[config.mk]
export PLATFORM = sky130hd
export DESIGN_NAME = fpa_front
export DESIGN_NICKNAME = d
export VERILOG_FILES = /design/src/rtl/fpa_pkg.sv /design/src/rtl/fpa_front.sv
export SDC_FILE = /design/constraint.sdc
export NUM_CORES = 2
export LEC_CHECK = 0
export BUFFER_PORTS_ARGS = -buffer_cell sky130_fd_sc_hd__buf_4
export CAP_MARGIN = 20
export CORE_ASPECT_RATIO = 2
export CORE_MARGIN = 4
export CORE_UTILIZATION = 50
export CTS_BUF_LIST = sky130_fd_sc_hd__clkbuf_2 sky130_fd_sc_hd__clkbuf_4 sky130_fd_sc_hd__clkbuf_8
export DETAILED_ROUTE_END_ITERATION = 10
export HOLD_SLACK_MARGIN = 0.1
export PLACE_DENSITY = 0.69
export SETUP_SLACK_MARGIN = 0.2
export SLEW_MARGIN = 20
export SYNTH_ARGS = -nofsm -noshare
export SYNTH_HDL_FRONTEND = slang
export SYNTH_SLANG_ARGS = --single-unit
[constraint.sdc]
create_clock -name clk -period 12 [get_ports clk]
set_input_delay 3 -clock clk [delete_from_list [all_inputs] [get_ports clk]]
set_output_delay 3 -clock clk [all_outputs]
set_load 0.005 [all_outputs]
[src/rtl/fpa_pkg.sv]
// Shared types, opcodes and status codes of the fixed-point unit.
`default_nettype none
package fpa_pkg;
	localparam logic [3:0] OP_ADD = 4'd0;
	localparam logic [3:0] OP_SUB = 4'd1;
	localparam logic [3:0] OP_MUL = 4'd2;
	localparam logic [3:0] OP_DIV = 4'd3;
	localparam logic [3:0] OP_LT = 4'd4;
	localparam logic [3:0] OP_GT = 4'd5;
	localparam logic [3:0] OP_LE = 4'd6;
	localparam logic [3:0] OP_GE = 4'd7;
	localparam logic [3:0] OP_EQ = 4'd8;
	localparam logic [3:0] OP_NE = 4'd9;
	localparam logic [3:0] OP_MIN = 4'd10;
	localparam logic [3:0] OP_MAX = 4'd11;
	localparam logic [3:0] OP_INC = 4'd12;
	localparam logic [3:0] OP_DEC = 4'd13;
	localparam logic [3:0] OP_FROM_INT = 4'd14;
	localparam logic [3:0] OP_TO_INT = 4'd15;

	localparam logic [1:0] ST_OK = 2'd0;
	localparam logic [1:0] ST_OVF = 2'd1;
	localparam logic [1:0] ST_DIV0 = 2'd2;

	localparam int WORD_W = 32;
	localparam int QUOT_W = 64;

	// Request as presented to the first stage.
	typedef struct packed {
		logic [3:0] op;
		logic signed [WORD_W-1:0] a;
		logic signed [WORD_W-1:0] b;
	} req_t;

	// Result computed in the first stage for ops other than multiply and divide.
	typedef struct packed {
		logic [WORD_W-1:0] res;
		logic flag;
		logic [1:0] status;
	} res_t;

	// Division working set handed from cell to cell.
	typedef struct packed {
		logic [QUOT_W-1:0] rem;
		logic [QUOT_W-1:0] quo;
		logic [WORD_W-1:0] dvs;
		logic neg;
	} div_t;
endpackage
`default_nettype wire

[src/rtl/fpa_front.sv]
// First stage: all ops other than multiply and divide, and the multiply product register.
`default_nettype none
module fpa_front #(
	parameter int FRAC_BITS = 8
) (
	input wire logic clk,
	input wire logic en,
	input wire fpa_pkg::req_t req,
	output fpa_pkg::res_t res_s1,
	output logic [63:0] prod_s1,
	output logic mneg_s1
);
	localparam logic [31:0] POS = 32'h7fffffff;
	localparam logic [31:0] NEG = 32'h80000000;

	logic signed [32:0] sum, dif, inc, dec;
	logic [31:0] ma, mb;
	logic [31+FRAC_BITS:0] fi;
	fpa_pkg::res_t r;

	function automatic logic [33:0] sat33(input logic signed [32:0] v);
		if (v > 33'sd2147483647) sat33 = {fpa_pkg::ST_OVF, POS};
		else if (v < -33'sd2147483648) sat33 = {fpa_pkg::ST_OVF, NEG};
		else sat33 = {fpa_pkg::ST_OK, v[31:0]};
	endfunction

	always_comb begin
		sum = 33'(req.a) + 33'(req.b);
		dif = 33'(req.a) - 33'(req.b);
		inc = 33'(req.a) + 33'sd1;
		dec = 33'(req.a) - 33'sd1;
		ma = req.a[31] ? 32'(-req.a) : req.a;
		mb = req.b[31] ? 32'(-req.b) : req.b;
		fi = {FRAC_BITS'(0), ma} << FRAC_BITS;
		r = '0;
		case (req.op)
			fpa_pkg::OP_ADD: {r.status, r.res} = sat33(sum);
			fpa_pkg::OP_SUB: {r.status, r.res} = sat33(dif);
			fpa_pkg::OP_LT: r.flag = req.a < req.b;
			fpa_pkg::OP_GT: r.flag = req.a > req.b;
			fpa_pkg::OP_LE: r.flag = req.a <= req.b;
			fpa_pkg::OP_GE: r.flag = req.a >= req.b;
			fpa_pkg::OP_EQ: r.flag = req.a == req.b;
			fpa_pkg::OP_NE: r.flag = req.a != req.b;
			fpa_pkg::OP_MIN: r.res = (req.a < req.b) ? req.a : req.b;
			fpa_pkg::OP_MAX: r.res = (req.a > req.b) ? req.a : req.b;
			fpa_pkg::OP_INC: {r.status, r.res} = sat33(inc);
			fpa_pkg::OP_DEC: {r.status, r.res} = sat33(dec);
			fpa_pkg::OP_FROM_INT: begin
				if (req.a[31]) begin
					if (fi > {FRAC_BITS'(0), NEG}) begin
						r.res = NEG;
						r.status = fpa_pkg::ST_OVF;
					end else r.res = 32'(-fi);
				end else if (fi > {FRAC_BITS'(0), POS}) begin
					r.res = POS;
					r.status = fpa_pkg::ST_OVF;
				end else r.res = fi[31:0];
			end
			fpa_pkg::OP_TO_INT: r.res = 32'(req.a >>> FRAC_BITS);
			default: r = '0;
		endcase
	end

	always_ff @(posedge clk) begin
		if (en) begin
			res_s1 <= r;
			prod_s1 <= 64'(ma) * 64'(mb);
			mneg_s1 <= req.a[31] ^ req.b[31];
		end
	end
endmodule
`default_nettype wire

==> run_results.csv, run 1 <==
group,metric,value,unit
floorplanning,rows,156,
clock_network,clockRootBuffer,"clkbuf_8",
grt,grt_pass1_wl,386000,µm
grt,grt_max_degree,65,
synth,yosysSeqAreaShare,6.49,%
synth,synth.top_cell.area_share,39.3,%
floorplanning,io_pins,170,
floorplanning,start_util,50.5,%
synth,ys_warn_count,0,
synth,yosysTopAreaCell,"fa_1",
synth,ys_types,95,
floorplanning,die_y,436,µm
clock_network,cts_sinks,99,
synth,synthFlopType,"edfxtp_1",
synth,synth_enable_flop_cells,99,
synth,syn_area,45800,µm²
synth,synth.avg_cell_area,8.36,µm²
synth,ys_async_sr_fraction,0,%
synth,synthCells,5473,
clock_network,h-tree-depth,3,
floorplanning,die_x,222,µm
placed_design,hpwl,205000,µm
synth,synthTopCellsByArea,"fa_1 39%, ha_1 9.1%, inv_1 8.0%",
synth,ys_ff_latch,99,
grt,gr-usage-all-layers,55.0,%
clock_network,clk_path_buf_depth,2,
grt,grt_pass1_vias,53568,
placed_design,finalWeightedCongestion,1.19,
status,stop_stage,"global routing",
clock_network,cts_made_buffers,9,
synth,synth_nets,6774,
placed_design,io_buffers,168,
grt,overflow,17,
status,outcome,"stopped before the end",
status,first-error,"[ERROR GRT-0116] Global routing finished with congestion. Check the congestion regions in the DRC Viewer.",
[per-layer routing]
metal | GRT overflow | GRT usage [%]
met2 | 8 | 82.8
met4 | 9 | 62.9
met3 | 0 | 25.5
met1 | 0 | 50.7
met5 | 0 | 3.18
[through the flow]
stage | worst slack, ns | TNS, ns | hold WS (ns) | area [µm²] | std cells
2_1_floorplan | 0.184 | 0 | 3.11 | 45900 | 5473
3_3_place_gp | -1.99 | -37.84 | 3.40 | 55100 | 7358
3_5_place_dp | -2.05 | -40.12 | 3.40 | 55100 | 7358
4_1_cts | -0.0224 | -0.0398 | 2.85 | 56200 | 7408
[synthesized netlist by cell type (16+ instances only)]
cell type    n
a211oi_1    22
a21o_1      44
a21oi_1    219
a221oi_1    20
a22oi_1     16
and2_1      26
and3_1      28
and4_1      16
buf_1       24
buf_2       17
clkbuf_1   279
edfxtp_1    99
fa_1       898
ha_1       333
inv_1      973
mux2i_1     32
nand2_1    639
nand2b_1    35
nand3_1     96
nand4_1     46
nor2_1     662
nor2b_1     28
nor3_1      58
nor4_1      33
o211ai_1    26
o21ai_0    138
o21bai_1    21
o221ai_1    37
o22ai_1     18
o31ai_1     32
or3_1       24
or4_1       19
xnor2_1    208
xor2_1      59
[cell families after synthesis]
kind of cell,Yosys count,synth area share (%)
AND/OR/NAND/NOR,1766,17.0
buffers and inverters,1301,10.8
adder cells (fa/ha/maj),1231,48.4
AO/OA/AOI/OAI,771,11.4
XOR/XNOR,267,5.11
flip-flops,99,6.49
multiplexers,37,0.823
other,1,0.00819
[what timing repair did]
item                                   4_1_cts
gates resized for setup                    152
setup buffers                               34
pin swaps                                   60
setup endpoints to repair                   28
cloned                                       0
endpoints found under the hold margin        0
hold buffers                                 0
==> run 2: changes to the inputs <==
==> config.mk (replaced) <==
export PLATFORM = sky130hd
export DESIGN_NAME = fpa_front
export DESIGN_NICKNAME = d
export VERILOG_FILES = /design/src/rtl/fpa_pkg.sv /design/src/rtl/fpa_front.sv
export SDC_FILE = /design/constraint.sdc
export NUM_CORES = 2
export LEC_CHECK = 0
export BUFFER_PORTS_ARGS = -buffer_cell sky130_fd_sc_hd__buf_4
export CAP_MARGIN = 20
export CORE_MARGIN = 4
export CORE_UTILIZATION = 35
export DETAILED_ROUTE_END_ITERATION = 10
export PLACE_DENSITY_LB_ADDON = 0.15
export SLEW_MARGIN = 20
export SYNTH_ARGS = -nofsm -noshare
export SYNTH_HDL_FRONTEND = slang
export SYNTH_SLANG_ARGS = --single-unit
==> constraint.sdc (replaced) <==
create_clock -name clk -period 15.6 [get_ports clk]
set_input_delay 3.9 -clock clk [delete_from_list [all_inputs] [get_ports clk]]
set_output_delay 3.9 -clock clk [all_outputs]
set_load 0.005 [all_outputs]
==> run 2 against run 1 <==
  * The run now ends clean
  * Area after synthesis is the same
  * Synthesized cell count is the same
==> run_results.csv, run 2 <==
group,metric,value,unit
synth,synth_xor_area_share,5.11,%
critical_path,crit_fanout,15,
synth,synthTopCellsByArea,"fa_1 39%, ha_1 9.1%, inv_1 8.0%",
floorplanning,core,130000,µm²
worst_hold_path,hold_path_depth,2,
synth,ys_warn_count,0,
final_layout,final_common_cell,"inv_1",
clock_network,cts_setup_buffers,0,
drt,dr.first_iter.drc_count,3983,
timing,timing.final.crit_share,93.7,%
clock_network,h-tree-depth,3,
timing,setup_viol,0,
critical_path,required,15.81,ns
floorplanning,io_pins,170,
placed_design,hpwl,157000,µm
timing,tns,0,ns
critical_path,end_kind,"register",
timing,slew_violations,0,
grt,antenna_found_initial,2,
drt,viasPerCell,5.57,
timing,rsz0062_at_grt,"no",
floorplanning,die-area,137000,µm²
synth,ys_types,95,
final_layout,seqCellArea,2970,µm²
synth,synthCells,5473,
synth,yosys.cell_count.top_type,"inv_1",
synth,synthFlopType,"edfxtp_1",
timing,fin_crit,14.62,ns
placed_design,finalWeightedCongestion,0.971,
clock_network,clk_path_buf_depth,2,
final_layout,final_nets,6799,
clock_network,tritoncts,"yes",
synth,ys_async_sr_fraction,0,%
synth,synth_mux_area_share,0.823,%
drt,wl_per_cell,26.4,µm
final_layout,area_delta_synth_final,9.76,%
drt,num_vias,40358,
job,cap_viol_max_count,0,
final_layout,fill_cells,13450,
floorplanning,start_util,35.3,%
timing,worst-slew-pin-transition,1.22,ns
critical_path,worstPathArrival,14.83,ns
floorplanning,die_y,370,µm
synth,yosysTopAreaCell,"fa_1",
synth,synth_top_family_by_area,"adder cells",
grt,grt_pass1_wl,284000,µm
floorplanning,die_x,370,µm
synth,synth_nets,6774,
drt,drc,0,
synth,ys_top_cells_by_count,"973 x inv_1, 898 x fa_1, 662 x nor2_1, 639 x nand2_1, 333 x ha_1",
status,outcome,"finished clean",
synth,synth_enable_flop_cells,99,
clock_network,clockRootBuffer,"clkbuf_16",
synth,syn_area,45800,µm²
synth,yosysSeqAreaShare,6.49,%
timing,max_slew_margin,17.9,%
critical_path,slowest_delay,0.79,ns
critical_path,crit_path_top_delay_cell,"o31ai_1",
grt,gr-usage-all-layers,28.2,%
clock_network,cts_made_buffers,9,
placed_design,io_buffers,168,
grt,grt_max_degree,56,
synth,synth.avg_cell_area,8.36,µm²
critical_path,start_kind,"input pin",
drt,ant_nets,0,
timing,hold_violations,0,
synth,synthSimpleGateAreaFrac,17.0,%
final_layout,multiInputGateArea,38600,µm²
synth,ys_ff_latch,99,
critical_path,path_class,"input pin to register",
synth,synth.top_cell.area_share,39.3,%
grt,grt_pass1_vias,42093,
synth,synth_compound_area_share,11.4,%
clock_network,cts_sinks,99,
critical_path,worst-path-buf-inv,4,
critical_path,cp_common_cell,"fa_1",
grt,overflow,0,
final_layout,top_register,"prod_s1",
final_layout,layout_common_cells,"973 x inv_1, 898 x fa_1, 659 x nor2_1",
critical_path,crit_family,"adder cells",
timing,max_freq,68.4,MHz
final_layout,reg_top3,"prod_s1 x64, res_s1 x34, mneg_s1 x1",
final_layout,largest_register_ffs,64,
clock_network,clk_pin_slew,0.09,ns
clock_network,cts_resized,0,
drt,finalWirelength,192000,µm
synth,synth_fa_ha_area_share,48.4,%
worst_hold_path,hp-class,"input pin to register",
clock_network,cts_hold_buffers,0,
floorplanning,rows,132,
drt,dr.pass1.iters,9,
critical_path,path_depth,30,
final_layout,drive_gt1_share,8.87,%
run 2: kinds of logic (layout without fill, tap and decap cells):
family                   Yosys count  after routing
flip-flops                        99             99
AND/OR/NAND/NOR                 1766           1766
multiplexers                      37             37
other                              1              3
buffers and inverters           1301           1331
adder cells (fa/ha/maj)         1231           1231
XOR/XNOR                         267            267
AO/OA/AOI/OAI                    771            771
run 2: worst paths after layout:
check / from / to / slack, ns
setup / recovery: req[3] / prod_s1[49]$_DFFE_PP_ / 0.98
hold / removal: req[65] / res_s1[2]$_DFFE_PP_ / 3.88
run 2: routing by layer:
layer / up-vias / GRT usage (%) / wire length, µm
met1: 20852 / 39.0 / 82400
met4: 0 / 10.1 / 7890
met2: 1761 / 44.8 / 86400
li1: 17432 / - / -
met3: 313 / 4.37 / 14800
met5: - / 0 / 0
run 2: area by class of cell:
type                            count  area share [%]
Multi-Input combinational cell   4073            76.8
Inverter                          976            7.29
Sequential cell                    99            5.92
Timing Repair Buffer              339            5.12
Tap cell                         1742            4.34
Clock buffer                        9           0.448
Clock inverter                      7           0.112
Antenna cell                        2         0.00996
run 2: stage by stage:
| stage | utilization (%) | cells | setup slack [ns] | hold slack (ns) | instance area, µm² |
|---|---|---|---|---|---|
| 2_1_floorplan | - | 5473 | 2.11 | 4.01 | 45800 |
| 3_3_place_gp | 38.5 | 7228 | 0.619 | 4.30 | 49900 |
| 3_5_place_dp | 38.5 | 7228 | 0.643 | 4.30 | 49900 |
| 4_1_cts | 38.7 | 7244 | 1.13 | 3.82 | 50200 |
| 5_1_grt | 38.7 | 7245 | 0.533 | 3.88 | 50200 |
| 6_report | 38.8 | 7247 | 0.982 | 3.88 | 50200 |
Power of run 2 is not shown: default switching activity piles up to over one toggle a cycle in this logic, so the estimate is an artifact.
