--- src/rtl/fpa_pkg.sv ---
// Shared types, opcodes and status codes of the fixed-point unit.
`default_nettype none
package fpa_pkg;
	localparam logic [3:0] OP_ADD = 4'd0;
	localparam logic [3:0] OP_SUB = 4'd1;
	localparam logic [3:0] OP_MUL = 4'd2;
	localparam logic [3:0] OP_DIV = 4'd3;
	localparam logic [3:0] OP_LT = 4'd4;
	localparam logic [3:0] OP_GT = 4'd5;
	localparam logic [3:0] OP_LE = 4'd6;
	localparam logic [3:0] OP_GE = 4'd7;
	localparam logic [3:0] OP_EQ = 4'd8;
	localparam logic [3:0] OP_NE = 4'd9;
	localparam logic [3:0] OP_MIN = 4'd10;
	localparam logic [3:0] OP_MAX = 4'd11;
	localparam logic [3:0] OP_INC = 4'd12;
	localparam logic [3:0] OP_DEC = 4'd13;
	localparam logic [3:0] OP_FROM_INT = 4'd14;
	localparam logic [3:0] OP_TO_INT = 4'd15;

	localparam logic [1:0] ST_OK = 2'd0;
	localparam logic [1:0] ST_OVF = 2'd1;
	localparam logic [1:0] ST_DIV0 = 2'd2;

	localparam int WORD_W = 32;
	localparam int QUOT_W = 64;

	// Request as presented to the first stage.
	typedef struct packed {
		logic [3:0] op;
		logic signed [WORD_W-1:0] a;
		logic signed [WORD_W-1:0] b;
	} req_t;

	// Result computed in the first stage for ops other than multiply and divide.
	typedef struct packed {
		logic [WORD_W-1:0] res;
		logic flag;
		logic [1:0] status;
	} res_t;

	// Division working set handed from cell to cell.
	typedef struct packed {
		logic [QUOT_W-1:0] rem;
		logic [QUOT_W-1:0] quo;
		logic [WORD_W-1:0] dvs;
		logic neg;
	} div_t;
endpackage
`default_nettype wire

--- src/rtl/fpa_div_cell.sv ---
// One restoring-division cell: retires one quotient bit per cycle while enabled.
`default_nettype none
module fpa_div_cell (
	input wire logic clk,
	input wire logic en,
	input wire fpa_pkg::div_t din,
	output fpa_pkg::div_t dout
);
	logic [64:0] trial;
	logic [63:0] rsh;
	logic [64:0] diff;
	logic fits;

	always_comb begin
		trial = {din.rem, din.quo[63]};
		rsh = trial[63:0];
		diff = trial - 65'(din.dvs);
		fits = !diff[64];
	end

	always_ff @(posedge clk) begin
		if (en) begin
			dout.rem <= fits ? diff[63:0] : rsh;
			dout.quo <= {din.quo[62:0], fits};
			dout.dvs <= din.dvs;
			dout.neg <= din.neg;
		end
	end
endmodule
`default_nettype wire

--- config.mk ---
export PLATFORM = sky130hd
export DESIGN_NAME = fpa_div_cell
export DESIGN_NICKNAME = d
export VERILOG_FILES = /design/src/rtl/fpa_pkg.sv /design/src/rtl/fpa_div_cell.sv
export SDC_FILE = /design/constraint.sdc
export NUM_CORES = 1
export LEC_CHECK = 0
export BUFFER_PORTS_ARGS = -buffer_cell sky130_fd_sc_hd__buf_2
export CORE_UTILIZATION = 50
export DETAILED_ROUTE_END_ITERATION = 16
export HOLD_SLACK_MARGIN = 0.02
export PLACE_DENSITY = 0.82
export SYNTH_ARGS = -nofsm -noshare
export SYNTH_HDL_FRONTEND = slang
export SYNTH_SLANG_ARGS = --single-unit
--- constraint.sdc ---
create_clock -name clk -period 10.2 [get_ports clk]
set_clock_uncertainty 0.05 [all_clocks]
set_input_delay 2.04 -clock clk [delete_from_list [all_inputs] [get_ports clk]]
set_output_delay 2.04 -clock clk [all_outputs]
set_load 0.05 [all_outputs]
==> results of run 1 <==
==> final timing paths <==
check             startpoint        end  slack (ns)  cells after the start
setup / recovery      din[1]  dout[131]        5.07                     11
hold / removal       din[73]   dout[74]        1.73                      1
==> area by class of cell <==
class	instances	area [sq um]	share of cell area
clock buffers	17	425	0.0411
multi-input cells	423	2870	0.277
inverters	38	143	0.0138
repair buffers	325	1640	0.158
well taps	211	264	0.0255
clock inverters	15	186	0.0180
flip-flops and latches	161	4830	0.467
==> cell usage in the layout, fill, tap and decap left out, types with 3 or more instances in the layout <==
master	count
a211o_1	4
nand2_1	66
nand2b_1	9
nor4_1	18
xor2_1	40
a21o_1	12
clkbuf_16	17
edfxtp_1	161
inv_1	37
nor3_2	4
a211oi_1	3
o31ai_1	3
or3_1	15
inv_8	3
o21ai_0	46
or4_1	5
and3_1	3
ha_1	32
o21a_1	9
nor3_1	12
a31oi_1	3
clkinv_8	3
buf_2	322
nor2_1	23
o211ai_1	4
a21oi_1	35
xnor2_1	18
inv_6	4
nor2b_1	3
nand3_1	9
nand4_1	13
==> where the power goes <==
group | leakage (nW) | switching [mW] | internal (mW)
combinational | 2.55 | 0.352 | 0.120
sequential | 1.57 | 0.0146 | 0.796
clock | 0.300 | 0.299 | 0.353
==> cells by family (layout without fill, tap and decap cells) <==
kind of cell,Yosys count,count (layout),share of synthesized area
mux,1,1,0.00141
compound gates,135,135,0.108
fa+ha+maj,33,33,0.0528
simple gates,196,196,0.135
flops,161,161,0.607
buf+inv,63,395,0.0321
xor+xnor,58,58,0.0638
==> synthesized netlist by cell type (all sizes together), types with 2 or more instances <==
cell	n
o21a	9
nor2b	3
nor2	23
nand3	9
a31oi	3
a211oi	3
nor4	21
o221ai	2
nand2b	9
o2111ai	2
ha	32
o21ai	47
or4	6
nand4	14
xnor2	18
a21oi	35
and3	3
a21o	12
nand2	67
o41ai	2
a211o	4
o31ai	3
edfxtp	161
o21bai	2
buf	9
nor3	16
inv	38
or3	16
o211ai	4
xor2	40
clkbuf	16
==> critical path, cell delays in order <==
cell      delay (ns)
buf_2           0.11
ha_1            0.22
fa_1            0.40
nand2b_1        0.18
a21o_1          0.21
a211oi_1        0.48
o21a_1          0.29
or3_1           0.32
nand2_4         0.36
o41ai_1         0.46
o31ai_1         0.12
==> layer usage <==
layer	vias up	track usage	share of wire
met5	-	0	0
met4	0	0.104	0.027
met3	43	0.0472	0.061
met2	272	0.454	0.51
met1	3016	0.316	0.40
li1	3061	-	-
==> metrics by stage <==
| stage | hold WS (ns) | cell area [sq um] |
|---|---|---|
| finish | 1.73 | 10400 |
| CTS | 1.71 | 10400 |
| global placement | 2.17 | 9750 |
| floorplan | 2.09 | 7960 |
| global route | 1.71 | 10400 |
| detailed placement | 2.17 | 9750 |
==> results.sh, run 1 <==
export IMPL_gp_congestion=0.882
export IMPL_grt_overflow=0
export IMPL_fp_dieH_um=128
export IMPL_dp_cells=1158
export IMPL_hp_class="in -> reg"
export IMPL_ant_nets=0
export IMPL_postCtsHoldBufs=0
export IMPL_worst_slew_pin_transition_ns=0.914
export IMPL_grt_util_all_layers=0.259
export IMPL_routed_wl_mm=21.4
export IMPL_reg_largest_list="dout: 161 flops"
export IMPL_post_synth_num_cell_types=61
export IMPL_ys_seq_area_frac=0.607
export IMPL_cp_required_ns=10.30
export IMPL_place_ws_ns=4.65
export IMPL_dieArea_sq_um=16400
export IMPL_crit_fanout=63
export IMPL_syn_to_final_growth_pct=30.2
export IMPL_coreArea_sq_um=15400
export IMPL_die_w_um=128
export IMPL_drive_gt1_frac=0.384
export IMPL_via_count=6392
export IMPL_cts_path_max_buffers=2
export IMPL_route_detailed_drc=0
export IMPL_fp_row_count=45
export IMPL_synth_edf_count=161
export IMPL_p_per_area_nw_per_um2=187
export IMPL_antenna_cells=0
export IMPL_startpoint_type="primary input"
export IMPL_path_clk_slew_ns=0.07
export IMPL_drt_iter0_drc=528
export IMPL_largest_reg_flops=161
export IMPL_ctsResizeCount=0
export IMPL_synth_nets=843
export IMPL_numClockSinks=161
export IMPL_fin_util=0.674
export IMPL_yosysWarnings=0
export IMPL_synth_area_per_cell_sq_um=12.3
export IMPL_drt_pass1_iter_count=5
export IMPL_vias_per_cell=5.37
export IMPL_cp_arrival_ns=5.22
export IMPL_ioPinCount=324
export IMPL_worst_slack_ns=5.07
export IMPL_finalNonFillerCells=1190
export IMPL_post_route_period_util=0.502
export IMPL_synth_area_leaders="edfxtp_1 (61%), ha_1 (5.0%), xor2_1 (4.4%)"
export IMPL_synth_ff_type="edfxtp_1"
export IMPL_grt_max_degree=97
export IMPL_relSlewSlack=0.391
export IMPL_place_port_buffers=323
export IMPL_end_kind="flop"
export IMPL_crit_type="in -> reg"
export IMPL_grt_first_pass_wirelength_mm=31.8
export IMPL_synthesis_area_sq_um=7960
export IMPL_top_register="dout"
export IMPL_synth_seq_cells=161
export IMPL_vdd_drop_max_mv=0.107
export IMPL_htreeDepth=4
export IMPL_fillers=1155
export IMPL_finalSetupTns_ns=0
export IMPL_maxSlewViolCount=0
export IMPL_min_period_ns=5.13
export IMPL_cts_tree="done"
export IMPL_numCtsBuffers=17
export IMPL_synth_top_area_frac=0.607
export IMPL_hold_violations=0
export IMPL_finalSetupViolations=0
export IMPL_power_total_mw=1.93
export IMPL_wire_per_inst_um=18.0
export IMPL_post_cts_repair_setup_buffers=0
export IMPL_antenna_found_initial=0
export IMPL_clock_fmax_mhz=195
export IMPL_power_leakage_nw=4.43
export IMPL_syn_inst=647
export IMPL_synthArstFlopShare=0
export IMPL_yosys_area_top_type="edfxtp_1"
export IMPL_hpwl_mm=16.2
export IMPL_nNetsFinal=1162
export IMPL_cts_root_buf="clkbuf_16"
export IMPL_cap_viol_max_count=0
export IMPL_rsz0062_at_grt="no"
export IMPL_grt_pass1_vias=6099
export IMPL_status="finished, final reports clean"
export IMPL_initial_core_util=0.518
No activity file was read; power rests on OpenSTA's default activity.
==> run 2: changes to the inputs <==
ABC_AREA = 1   (was unset)
CORE_UTILIZATION = 47   (was 50)
PLACE_DENSITY = 0.78   (was 0.82)
clock period = 4.5 ns   (was 10.2 ns; I/O delays follow)
==> results.sh, run 2 <==
export IMPL_post_cts_repair_setup_buffers=0
export IMPL_end_kind="flop"
export IMPL_crit_fanout=30
export IMPL_route_detailed_drc=0
export IMPL_numCtsBuffers=17
export IMPL_htreeDepth=4
export IMPL_drive_gt1_frac=0.236
export IMPL_grt_util_all_layers=0.280
export IMPL_layout_common_cells="nand2_1 (552), buf_2 (322), inv_1 (215)"
export IMPL_cp_common_cell="nand2_2"
export IMPL_post_route_period_util=0.709
export IMPL_reg_largest_list="dout: 161 flops"
export IMPL_post_synth_num_cell_types=32
export IMPL_finalSetupTns_ns=0
export IMPL_ff_latch_area_sq_um=4830
export IMPL_vdd_drop_max_mv=0.214
export IMPL_syn_to_final_growth_pct=25.4
export IMPL_ctsResizeCount=0
export IMPL_hold_violations=0
export IMPL_largest_reg_flops=161
export IMPL_dieArea_sq_um=21300
export IMPL_hpwl_mm=23.8
export IMPL_coreArea_sq_um=20300
export IMPL_place_port_buffers=323
export IMPL_yosys_area_top_type="edfxtp_1"
export IMPL_syn_inst=1264
export IMPL_fp_dieH_um=146
export IMPL_power_leakage_nw=6.31
export IMPL_grt_first_pass_wirelength_mm=45.4
export IMPL_path_clk_slew_ns=0.07
export IMPL_synthesis_area_sq_um=9750
export IMPL_synth_area_leaders="edfxtp_1 (50%), nand2_1 (21%), inv_1 (8.3%)"
export IMPL_rsz0062_at_grt="no"
export IMPL_cp_cell_sequence="buf_2 -> ha_1 -> fa_1 -> inv_1 -> nand3_1 -> nand2_2 -> nand2_1 -> nand2_1 -> nand2_1 -> nand2_2 -> nand2_2 -> nand3_2 -> nand2_2 -> nand2_4 -> buf_4 -> o21ai_0"
export IMPL_multiInputGateArea_sq_um=3970
export IMPL_power_total_mw=4.53
export IMPL_slowest_delay_ns=0.42
export IMPL_grt_overflow=0
export IMPL_synthArstFlopShare=0
export IMPL_drt_pass1_iter_count=5
export IMPL_final_common_cell="nand2_1"
export IMPL_maxSlewViolCount=0
export IMPL_yosysWarnings=0
export IMPL_ant_nets=0
export IMPL_vias_per_cell=4.84
export IMPL_cap_viol_max_count=0
export IMPL_cts_root_buf="clkbuf_16"
export IMPL_die_w_um=146
export IMPL_grt_pass1_vias=8540
export IMPL_worst_path_buf_inv=3
export IMPL_dp_cells=1847
export IMPL_p_per_area_nw_per_um2=370
export IMPL_drt_iter0_drc=662
export IMPL_fp_row_count=52
export IMPL_hold_slack_ns=0.585
export IMPL_synth_ff_type="edfxtp_1"
export IMPL_grt_max_degree=100
export IMPL_status="finished, final reports clean"
export IMPL_synth_top_area_frac=0.496
export IMPL_cts_tree="done"
export IMPL_whs_endpoint="dout[51]"
export IMPL_ys_seq_area_frac=0.496
export IMPL_postCtsHoldBufs=0
export IMPL_hp_class="in -> reg"
export IMPL_crit_type="in -> reg"
export IMPL_initial_core_util=0.480
export IMPL_relSlewSlack=0.414
export IMPL_synth_seq_cells=161
export IMPL_cp_top_family="simple AND/OR/NAND/NOR gates"
export IMPL_finalSetupViolations=0
export IMPL_cts_path_max_buffers=2
export IMPL_via_count=9090
export IMPL_cp_arrival_ns=3.31
export IMPL_routed_wl_mm=29.6
export IMPL_cp_slowest_cell="fa_1"
export IMPL_yosysMostFrequentCell="nand2_1"
export IMPL_worst_slack_ns=1.31
export IMPL_antenna_found_initial=0
export IMPL_worst_slew_pin_transition_ns=0.879
export IMPL_synth_edf_count=161
export IMPL_synth_commonest_cells="nand2_1 (552), inv_1 (215), edfxtp_1 (161)"
export IMPL_nNetsFinal=1792
export IMPL_wire_per_inst_um=15.7
export IMPL_clock_fmax_mhz=314
export IMPL_place_ws_ns=0.842
export IMPL_numClockSinks=161
export IMPL_min_period_ns=3.19
export IMPL_top_register="dout"
export IMPL_cp_required_ns=4.62
export IMPL_synth_area_per_cell_sq_um=7.71
export IMPL_hp_start="din[50]"
export IMPL_gp_congestion=0.953
export IMPL_synth_nets=1460
export IMPL_ioPinCount=324
export IMPL_fillers=1926
export IMPL_antenna_cells=0
export IMPL_whs_path_depth=1
export IMPL_startpoint_type="primary input"
export IMPL_finalNonFillerCells=1879
==> run 2: how the worst max path moves through the flow <==
| stage | from | end | depth (start not counted) |
|---|---|---|---|
| after floorplan | din[96] | dout[143] | 17 |
| after global placement | din[1] | dout[98] | 16 |
| after detailed placement | din[1] | dout[111] | 16 |
| after CTS | din[1] | dout[111] | 16 |
| after global routing | din[1] | dout[112] | 16 |
| final | din[1] | dout[97] | 16 |
==> run 2: logic make-up (layout without fill, tap and decap cells) <==
| family | after synthesis | in the layout | synth area share |
|---|---|---|---|
| adders and majority gates | 33 | 33 | 0.0431 |
| DFF | 161 | 161 | 0.496 |
| xor gates and xnor gates | 31 | 31 | 0.0278 |
| AOI/OAI and AO/OA | 35 | 35 | 0.0196 |
| buffers and inverters | 235 | 580 | 0.0966 |
| and+or+nand+nor | 769 | 769 | 0.317 |
==> run 2: report_power, final <==
part	internal [mW]	switching (mW)
Clock	0.745	0.704
Combinational	0.295	0.943
Sequential	1.81	0.0312
==> run 2: per-stage QoR <==
step,cell area (sq um),utilization
final,12200,0.603
after global placement,11600,0.573
after detailed placement,11600,0.573
after global routing,12200,0.603
after floorplan,9750,-
after CTS,12200,0.603
==> run 2: per-layer routing <==
| layer | up-vias | global-route usage | wire length (um) | share of wire |
|---|---|---|---|---|
| met2 | 376 | 0.475 | 14300 | 0.48 |
| met1 | 4070 | 0.364 | 12400 | 0.42 |
| met5 | - | 0 | 0 | 0 |
| li1 | 4595 | - | - | - |
| met4 | 0 | 0.0927 | 711 | 0.024 |
| met3 | 49 | 0.0494 | 2190 | 0.074 |
==> run 2: final cells by class <==
type,instances,area share
clock inverter,15,0.0136
sequential,161,0.395
timing repair buffer,326,0.136
multi-input combinational,868,0.325
inverter,222,0.0683
tap,270,0.0276
clock buffer,17,0.0348
